<file path="config.mk">
export PLATFORM = sky130hd
export DESIGN_NAME = variable_length_record_queue
export DESIGN_NICKNAME = d
export VERILOG_FILES = /design/src/hw/rtl/vlrq_pkg.sv /design/src/hw/rtl/variable_length_record_queue.sv /design/src/hw/rtl/vlrq_ram.sv
export SDC_FILE = /design/constraint.sdc
export NUM_CORES = 2
export LEC_CHECK = 0
export ABC_CLOCK_PERIOD_IN_PS = 17170
export BUFFER_PORTS_ARGS = -buffer_cell sky130_fd_sc_hd__buf_2
export CORE_ASPECT_RATIO = 0.7
export CORE_MARGIN = 8
export CORE_UTILIZATION = 29
export CTS_CLUSTER_SIZE = 24
export DETAILED_ROUTE_END_ITERATION = 8
export HOLD_SLACK_MARGIN = 0.05
export PLACE_DENSITY = 0.53
export SLEW_MARGIN = 30
export SYNTH_ARGS = -nofsm -noshare
export SYNTH_HDL_FRONTEND = slang
export SYNTH_SLANG_ARGS = --single-unit
export TNS_END_PERCENT = 20
</file>
<file path="constraint.sdc">
create_clock -name clock -period 17.17 [get_ports clock]
set_input_delay 4.2925 -clock clock [delete_from_list [all_inputs] [get_ports clock]]
set_output_delay 4.2925 -clock clock [all_outputs]
set_load 0.01 [all_outputs]
</file>
<file path="src/hw/rtl/vlrq_pkg.sv">
// ----------------------------------------------------------------------------
// vlrq_pkg: shared types and constants for the variable-length record queue
// Field widths, status codes, register indexes and the sequencer state type.
// ----------------------------------------------------------------------------
`default_nettype none

package vlrq_pkg;

   // default sizing handed to the top-level parameters
   localparam int DEF_MAX_SLOTS      = 64;
   localparam int DEF_MAX_DATA_BYTES = 65536;

   // fixed word field widths
   localparam int LEN_W      = 17;   // record length / data_bytes register
   localparam int TOT_W      = LEN_W + 1; // front + body before range check
   localparam int OFF_OUT_W  = 16;   // reported entry offset
   localparam int STATUS_W   = 3;
   localparam int SC_REG_W   = 7;    // slot_count register width

   // configuration port
   localparam int CSR_IDX_W  = 2;
   localparam int CSR_DATA_W = 17;
   localparam logic [CSR_IDX_W-1:0] REG_SLOT_COUNT = 2'd0;
   localparam logic [CSR_IDX_W-1:0] REG_DATA_BYTES = 2'd1;

   // request modes
   localparam logic MODE_PUSH = 1'b0;
   localparam logic MODE_POP  = 1'b1;

   // response status codes
   localparam logic [STATUS_W-1:0] STATUS_OK        = 3'd0;
   localparam logic [STATUS_W-1:0] STATUS_TOO_LARGE = 3'd1;
   localparam logic [STATUS_W-1:0] STATUS_RING_FULL = 3'd2;
   localparam logic [STATUS_W-1:0] STATUS_NO_SPACE  = 3'd3;
   localparam logic [STATUS_W-1:0] STATUS_EMPTY     = 3'd4;

   // sequencer states
   typedef enum logic [1:0] {
      ST_IDLE,
      ST_EXEC,
      ST_POP,
      ST_WALK
   } vlrq_state_type;

endpackage

`default_nettype wire

</file>
<file path="src/hw/rtl/variable_length_record_queue.sv">
// Sequence: an empty pop or a failed size or full check answers from ST_EXEC,
//   a pop from ST_POP after the descriptor read, and a push from ST_WALK once the
//   queued records are walked (one RAM read a cycle; a clash ends the walk early).
// Throughput: one word at a time; busy drops in the strobe cycle, so start is
//   taken again at the edge that takes the response. The walk sets the push rate.
// Reset (synchronous): queue empty, indexes and write offset zero, slot_count =
//   min(MAX_SLOTS, 64), data_bytes = min(MAX_DATA_BYTES, 65536); no receiver stall.
// ----------------------------------------------------------------------------
// variable_length_record_queue: descriptor ring plus byte data ring
// Allocates variable-length records in a data area and tracks them in a ring
// of descriptors; a push checks for overlap by walking the queued entries.
// ----------------------------------------------------------------------------
`default_nettype none

module variable_length_record_queue
   import vlrq_pkg::*;
#(
   parameter int MAX_SLOTS      = DEF_MAX_SLOTS,
   parameter int MAX_DATA_BYTES = DEF_MAX_DATA_BYTES
) (
   input  wire logic                  clock,
   input  wire logic                  reset,
   // command channel
   input  wire logic                  start,
   output logic                       busy,
   input  wire logic                  req_mode,
   input  wire logic [LEN_W-1:0]      req_front_length,
   input  wire logic [LEN_W-1:0]      req_body_length,
   // response channel
   output logic                       rsp_valid,
   output logic [STATUS_W-1:0]        rsp_status,
   output logic [OFF_OUT_W-1:0]       rsp_entry_offset,
   output logic [LEN_W-1:0]           rsp_entry_length,
   // configuration writes
   input  wire logic                  csr_wr_en,
   input  wire logic [CSR_IDX_W-1:0]  csr_index,
   input  wire logic [CSR_DATA_W-1:0] csr_wdata
);

   // derived sizing
   localparam int SW     = (MAX_SLOTS > 1) ? $clog2(MAX_SLOTS) : 1;
   localparam int CW     = $clog2(MAX_SLOTS + 1);
   localparam int DB_CAP = (MAX_DATA_BYTES < 131071) ? MAX_DATA_BYTES : 131071;
   localparam int OW     = $clog2(DB_CAP + 1);
   localparam int SC_RST = (MAX_SLOTS < 64) ? MAX_SLOTS : 64;
   localparam int DB_RST = (MAX_DATA_BYTES < 65536) ? MAX_DATA_BYTES : 65536;
   localparam int RAM_W  = OW + LEN_W;

   vlrq_state_type        state_ff, state_in;
   logic                  mode_ff, mode_in;
   logic [TOT_W-1:0]      tot_ff, tot_in;
   logic [CW-1:0]         slot_count_ff, slot_count_in;
   logic [OW-1:0]         data_bytes_ff, data_bytes_in;
   logic [CW-1:0]         count_ff, count_in;
   logic [SW-1:0]         push_idx_ff, push_idx_in;
   logic [SW-1:0]         pop_idx_ff, pop_idx_in;
   logic [OW-1:0]         wo_ff, wo_in;
   logic [SW-1:0]         walk_idx_ff, walk_idx_in;
   logic [CW-1:0]         walk_left_ff, walk_left_in;
   logic                  chk_vld_ff, chk_vld_in;
   logic                  rsp_valid_ff, rsp_valid_in;
   logic [STATUS_W-1:0]   rsp_status_ff, rsp_status_in;
   logic [OFF_OUT_W-1:0]  rsp_offset_ff, rsp_offset_in;
   logic [LEN_W-1:0]      rsp_length_ff, rsp_length_in;

   logic                  ram_wr_en;
   logic [SW-1:0]         ram_rd_addr;
   logic [RAM_W-1:0]      ram_wr_data;
   logic [RAM_W-1:0]      ram_rd_data;
   logic [OW-1:0]         rd_start;
   logic [LEN_W-1:0]      rd_size;
   logic [OW-1:0]         start_dist;
   logic                  walk_hit;
   logic                  need_wrap;
   logic [SC_REG_W-1:0]   sc_wr;
   logic [LEN_W-1:0]      db_wr;

   // next slot index modulo slot_count
   function automatic logic [SW-1:0] slot_next(input logic [SW-1:0] idx);
      logic [CW:0] n;
      n = {{(CW + 1 - SW){1'b0}}, idx} + 1'b1;
      return (n >= {1'b0, slot_count_ff}) ? '0 : n[SW-1:0];
   endfunction

   // byte offset narrowed to the reported width
   function automatic logic [OFF_OUT_W-1:0] off_out(input logic [OW-1:0] off);
      logic [TOT_W-1:0] t;
      t = TOT_W'(off);
      return t[OFF_OUT_W-1:0];
   endfunction

   // descriptor store: start offset and record size
   vlrq_ram #(
      .WIDTH (RAM_W),
      .DEPTH (MAX_SLOTS),
      .AW    (SW)
   ) u_desc_ram (
      .clock   (clock),
      .wr_en   (ram_wr_en),
      .wr_addr (push_idx_ff),
      .wr_data (ram_wr_data),
      .rd_addr (ram_rd_addr),
      .rd_data (ram_rd_data)
   );

   // unpack descriptor and run the shared overlap compare
   assign rd_start    = ram_rd_data[RAM_W-1 -: OW];
   assign rd_size     = ram_rd_data[LEN_W-1:0];
   assign start_dist  = rd_start - wo_ff;
   assign walk_hit    = (rd_start >= wo_ff) && (TOT_W'(start_dist) < tot_ff);
   assign need_wrap   = (wo_ff > data_bytes_ff) ||
                        (tot_ff > (TOT_W'(data_bytes_ff) - TOT_W'(wo_ff)));
   assign ram_wr_data = {wo_ff, tot_ff[LEN_W-1:0]};
   assign sc_wr       = csr_wdata[SC_REG_W-1:0];
   assign db_wr       = csr_wdata[LEN_W-1:0];

   // state register and bookkeeping
   always_ff @(posedge clock) begin
      if (reset) begin
         state_ff      <= ST_IDLE;
         slot_count_ff <= CW'(SC_RST);
         data_bytes_ff <= OW'(DB_RST);
         count_ff      <= '0;
         push_idx_ff   <= '0;
         pop_idx_ff    <= '0;
         wo_ff         <= '0;
         walk_left_ff  <= '0;
         chk_vld_ff    <= 1'b0;
         rsp_valid_ff  <= 1'b0;
      end else begin
         state_ff      <= state_in;
         slot_count_ff <= slot_count_in;
         data_bytes_ff <= data_bytes_in;
         count_ff      <= count_in;
         push_idx_ff   <= push_idx_in;
         pop_idx_ff    <= pop_idx_in;
         wo_ff         <= wo_in;
         walk_left_ff  <= walk_left_in;
         chk_vld_ff    <= chk_vld_in;
         rsp_valid_ff  <= rsp_valid_in;
      end
   end

   // payload registers
   always_ff @(posedge clock) begin
      mode_ff       <= mode_in;
      tot_ff        <= tot_in;
      walk_idx_ff   <= walk_idx_in;
      rsp_status_ff <= rsp_status_in;
      rsp_offset_ff <= rsp_offset_in;
      rsp_length_ff <= rsp_length_in;
   end

   // sequencer: next state, RAM control and response
   always_comb begin
      state_in      = state_ff;
      mode_in       = mode_ff;
      tot_in        = tot_ff;
      slot_count_in = slot_count_ff;
      data_bytes_in = data_bytes_ff;
      count_in      = count_ff;
      push_idx_in   = push_idx_ff;
      pop_idx_in    = pop_idx_ff;
      wo_in         = wo_ff;
      walk_idx_in   = walk_idx_ff;
      walk_left_in  = walk_left_ff;
      chk_vld_in    = chk_vld_ff;
      rsp_valid_in  = 1'b0;
      rsp_status_in = rsp_status_ff;
      rsp_offset_in = rsp_offset_ff;
      rsp_length_in = rsp_length_ff;
      ram_wr_en     = 1'b0;
      ram_rd_addr   = pop_idx_ff;

      unique case (state_ff)
         ST_IDLE: begin
            // capture the command word
            if (start) begin
               mode_in  = req_mode;
               tot_in   = {1'b0, req_front_length} + {1'b0, req_body_length};
               state_in = ST_EXEC;
            end
         end
         ST_EXEC: begin
            if (mode_ff == MODE_POP) begin
               if (count_ff == '0) begin
                  rsp_valid_in  = 1'b1;
                  rsp_status_in = STATUS_EMPTY;
                  rsp_offset_in = '0;
                  rsp_length_in = '0;
                  state_in      = ST_IDLE;
               end else begin
                  ram_rd_addr = pop_idx_ff;
                  state_in    = ST_POP;
               end
            end else if (tot_ff > TOT_W'(data_bytes_ff)) begin
               rsp_valid_in  = 1'b1;
               rsp_status_in = STATUS_TOO_LARGE;
               rsp_offset_in = '0;
               rsp_length_in = '0;
               state_in      = ST_IDLE;
            end else if (count_ff == slot_count_ff) begin
               rsp_valid_in  = 1'b1;
               rsp_status_in = STATUS_RING_FULL;
               rsp_offset_in = '0;
               rsp_length_in = '0;
               state_in      = ST_IDLE;
            end else begin
               // wrap to the area start; kept even if the walk fails
               if (need_wrap) begin
                  wo_in = '0;
               end
               walk_idx_in  = pop_idx_ff;
               walk_left_in = count_ff;
               chk_vld_in   = 1'b0;
               state_in     = ST_WALK;
            end
         end
         ST_POP: begin
            // hand back the oldest descriptor and free it
            rsp_valid_in  = 1'b1;
            rsp_status_in = STATUS_OK;
            rsp_offset_in = off_out(rd_start);
            rsp_length_in = rd_size;
            pop_idx_in    = slot_next(pop_idx_ff);
            count_in      = count_ff - 1'b1;
            state_in      = ST_IDLE;
         end
         ST_WALK: begin
            if (chk_vld_ff && walk_hit) begin
               rsp_valid_in  = 1'b1;
               rsp_status_in = STATUS_NO_SPACE;
               rsp_offset_in = '0;
               rsp_length_in = '0;
               state_in      = ST_IDLE;
            end else if ((walk_left_ff == '0) && !chk_vld_ff) begin
               // no overlap: fill the descriptor and advance
               ram_wr_en     = 1'b1;
               rsp_valid_in  = 1'b1;
               rsp_status_in = STATUS_OK;
               rsp_offset_in = off_out(wo_ff);
               rsp_length_in = tot_ff[LEN_W-1:0];
               push_idx_in   = slot_next(push_idx_ff);
               count_in      = count_ff + 1'b1;
               wo_in         = OW'(TOT_W'(wo_ff) + tot_ff);
               state_in      = ST_IDLE;
            end else if (walk_left_ff != '0) begin
               // issue the next descriptor read
               ram_rd_addr  = walk_idx_ff;
               walk_idx_in  = slot_next(walk_idx_ff);
               walk_left_in = walk_left_ff - 1'b1;
               chk_vld_in   = 1'b1;
            end else begin
               chk_vld_in = 1'b0;
            end
         end
         default: begin
            state_in = ST_IDLE;
         end
      endcase

      // writes to a defined register clamp the value and clear the queue
      if (csr_wr_en) begin
         if (csr_index == REG_SLOT_COUNT) begin
            if (sc_wr == '0) begin
               slot_count_in = CW'(1);
            end else if (32'(sc_wr) > 32'(MAX_SLOTS)) begin
               slot_count_in = CW'(MAX_SLOTS);
            end else begin
               slot_count_in = CW'(sc_wr);
            end
            count_in    = '0;
            push_idx_in = '0;
            pop_idx_in  = '0;
            wo_in       = '0;
         end else if (csr_index == REG_DATA_BYTES) begin
            if (db_wr == '0) begin
               data_bytes_in = OW'(1);
            end else if (32'(db_wr) > 32'(MAX_DATA_BYTES)) begin
               data_bytes_in = OW'(MAX_DATA_BYTES);
            end else begin
               data_bytes_in = OW'(db_wr);
            end
            count_in    = '0;
            push_idx_in = '0;
            pop_idx_in  = '0;
            wo_in       = '0;
         end
      end
   end

   // drive ports
   assign busy             = (state_ff != ST_IDLE);
   assign rsp_valid        = rsp_valid_ff;
   assign rsp_status       = rsp_status_ff;
   assign rsp_entry_offset = rsp_offset_ff;
   assign rsp_entry_length = rsp_length_ff;

   // checks
   a_count_bound: assert property (@(posedge clock) disable iff (reset)
      count_ff <= slot_count_ff)
      else $error("descriptor count exceeds slot_count");

   a_index_bound: assert property (@(posedge clock) disable iff (reset)
      ({1'b0, push_idx_ff} < {1'b0, CW'(slot_count_ff)}) &&
      ({1'b0, pop_idx_ff} < {1'b0, CW'(slot_count_ff)}))
      else $error("ring index beyond slot_count");

   a_offset_bound: assert property (@(posedge clock) disable iff (reset)
      wo_ff <= data_bytes_ff)
      else $error("write offset beyond data area");

   a_rsp_after_work: assert property (@(posedge clock) disable iff (reset)
      rsp_valid_ff |-> $past(state_ff) != ST_IDLE)
      else $error("response without a command in progress");

   a_fail_zero: assert property (@(posedge clock) disable iff (reset)
      (rsp_valid_ff && (rsp_status_ff != STATUS_OK)) |->
      ((rsp_offset_ff == '0) && (rsp_length_ff == '0)))
      else $error("failed response carries offset or length");

endmodule

`default_nettype wire

</file>
<file path="src/hw/rtl/vlrq_ram.sv">
// ----------------------------------------------------------------------------
// vlrq_ram: generic single-write, single-read RAM
// One write port and one read port; read data is registered.
// ----------------------------------------------------------------------------
`default_nettype none

module vlrq_ram #(
   parameter int WIDTH = 8,
   parameter int DEPTH = 16,
   parameter int AW    = (DEPTH > 1) ? $clog2(DEPTH) : 1
) (
   input  wire logic             clock,
   input  wire logic             wr_en,
   input  wire logic [AW-1:0]    wr_addr,
   input  wire logic [WIDTH-1:0] wr_data,
   input  wire logic [AW-1:0]    rd_addr,
   output logic      [WIDTH-1:0] rd_data
);

   logic [WIDTH-1:0] mem_ff [DEPTH];

   // write port
   always_ff @(posedge clock) begin
      if (wr_en) begin
         mem_ff[wr_addr] <= wr_data;
      end
   end

   // registered read port
   always_ff @(posedge clock) begin
      rd_data <= mem_ff[rd_addr];
   end

endmodule

`default_nettype wire

</file>
==> qor.csv <==
metric;value;unit
status;finished clean;
hold_violations;0;
cts_num_sinks;2342;
switching_power;2.43;mW
power.total;11.3;mW
drt_iter0_drc;9416;
pin_count;96;
clk_latency;0.88;ns
worst-path-buf-inv;5;
worstPathRequired;17.91;ns
ys_seq_elements;2342;
final_util;33.1;%
yosys_most_used_dff;edfxtp_1;
port_buffers;95;
worst_pin_slew;1.06;ns
die-height;496;µm
die_w;701;µm
nets;7127;
clock_path_buffers;4;
synth_sequential_area_ratio;72.7;%
clkSlewWorstSetupHoldPaths;0.07;ns
vias;61200;
syn-instance-count;6816;
track_usage;17.4;%
setup_violations;0;
arrival;10.41;ns
final_cells;11400;
critPathKind;reg2reg;
syn_avg_cell_area;14.0;µm²
fin_tns_setup;0;ns
ctsHoldBuffers;0;
power_density;104;nW/µm²
grt_first_pass_wirelength;439000;µm
synth_edf_count;2237;
grt_max_degree;159;
detail_route.first_pass.iterations;6;
rows;176;
p_leak;36.8;nW
fin_crit_sh;56.4;%
first_global_vias;57400;
viasPerCell;5.34;
whs;0.490;ns
final_cell_mix;edfxtp_1 (2237), nand2_1 (1387), nand3_1 (352);
cp_slowest_stage_delay;0.69;ns
grt.overflow.total;0;
multi_input_area;24900;µm²
worstHoldPathType;reg2reg;
maxSlewViolCount;0;
power_frac_seq;56.0;%
synthDistinctLibCells;78;
critPathTopFamily;compound AO/OA/AOI/OAI gates;
dp_hpwl;172000;µm
n_fill_cell;31700;
fmax;103;MHz
cts_max_level;4;
clock-root-buffer;clkbuf_16;
ir_worst_vdd;0.0750;mV
dieArea;348000;µm²
relSlewSlack;29.7;%
cts_buffers;214;
cts_resized;0;
path_max_fanout;109;
core_area;328000;µm²
cp-start-kind;flip-flop;
crit_slowest_cell;and2_4;
seq_area;69300;µm²
async_reset_ff_share;0;%
pwr-share-clk;40.4;%
antenna_found_initial;18;
rsz0062_at_grt;false;
fin_skew;0.0617;ns
cts_tree;done;
routed_wl;316000;µm
internal-power;8.87;mW
p_sw_share;21.5;%
final_common_cell;edfxtp_1;
post_cts_buffers;0;
syn_nets;7025;
endpoint_kind;flip-flop;
drcViolationCount;0;
initial_utilization;29.1;%
fin_crit;9.68;ns
wl_per_cell;27.6;µm
crit_top_cell;a21oi_1;
ant_nets;0;
power.share.combinational;3.5;%
drive_above_1_share;12.2;%
place.gp.congestion;0.868;
netlist_area;95300;µm²
post-place-cells;11100;
yosys_warnings;0;
areaGrowthSynthToFinish;13.9;%
drv_cap;0;
[layer usage]
metal / wire length (µm) / vias to the layer above / global-route usage (%)
li1: - / 26100 / -
met1: 142000 / 31400 / 26.6
met2: 129000 / 3297 / 24.5
met3: 39800 / 384 / 5.10
met4: 5640 / 4 / 3.21
met5: 23 / - / 0
[worst register-to-register path, delay by kind of cell (launching register included)]
family	cells	cell delay, ns
DFF	1	0.31
muxes	1	0.62
and+or+nand+nor	5	1.67
buffers and inverters	5	2.47
AOI/OAI and AO/OA	16	3.77
xor gates and xnor gates	1	0.09
adders and majority gates	2	0.60
[stage by stage]
stage	instance area [µm²]	worst slack (ns)
after floorplan	95300	9.96
after global placement	102000	7.05
after detailed placement	102000	7.38
after CTS	109000	7.33
after global routing	109000	6.86
final	109000	7.49
[cell families (layout without fill, tap and decap cells)]
| logic type | count (synthesis) | in the layout | share of synthesized area [%] |
|---|---|---|---|
| XOR/XNOR | 75 | 75 | 0.689 |
| other | 0 | 2 | 0 |
| buffers and inverters | 508 | 773 | 2.19 |
| flip-flops | 2342 | 2342 | 72.7 |
| AO/OA/AOI/OAI | 1166 | 1166 | 8.22 |
| AND/OR/NAND/NOR | 2430 | 2430 | 11.3 |
| multiplexers | 142 | 142 | 2.94 |
| adder cells (fa/ha/maj) | 153 | 153 | 2.03 |
[synth_stat cells, types with 100 or more instances]
cell,number,area (µm²)
a211oi_1,165,1240
a21oi_1,258,1290
a31oi_1,170,1060
and3_1,247,1550
clkbuf_1,281,1050
dfxtp_1,105,2100
edfxtp_1,2237,67200
ha_1,147,1840
inv_1,100,375
mux4_2,110,2480
nand2_1,1394,5230
nand3_1,357,1790
nor2_1,219,822
o21ai_0,126,631
[cell type report]
cell class	instances	area share, %
Tap cell	4361	5.02
Clock buffer	293	5.39
Timing Repair Buffer	293	1.98
Inverter	101	0.349
Clock inverter	86	0.510
Sequential cell	2342	63.8
Multi-Input combinational cell	3966	23.0
Antenna cell	2	0.00461
[sequential cells by signal, indices dropped and copies added, names as in the netlist]
signal and cells:
tot_ff 18, u_desc_ram.rd_data 34, rsp_entry_offset 16, wo_ff 17, push_idx_ff 6, rsp_status 3, rsp_valid 1, chk_vld_ff 1
walk_idx_ff 6, data_bytes_ff 17, walk_left_ff 7, state_ff 2, pop_idx_ff 6, mode_ff 1, u_desc_ram.mem_ff 2176, slot_count_ff 7
count_ff 7, rsp_entry_length 17
[power groups by stage]
stage	registers [mW]	logic [mW]	clock network, mW
finish	6.33	0.399	4.57
global route	6.32	0.429	4.84
CTS	6.32	0.392	4.63
detailed placement	6.45	0.391	0
global placement	6.45	0.373	0
floorplan	6.49	0.164	0
[final timing paths]
path,to,depth (start not counted),start,slack (ns)
max reg2reg,u_desc_ram.rd_data[5],30,wo_ff[2],7.49
min reg2reg,walk_left_ff[1],2,walk_left_ff[1],0.49
min,walk_left_ff[1],2,walk_left_ff[1],0.49
max,u_desc_ram.rd_data[5],30,wo_ff[2],7.49
Power figures use the tool's default switching activity.
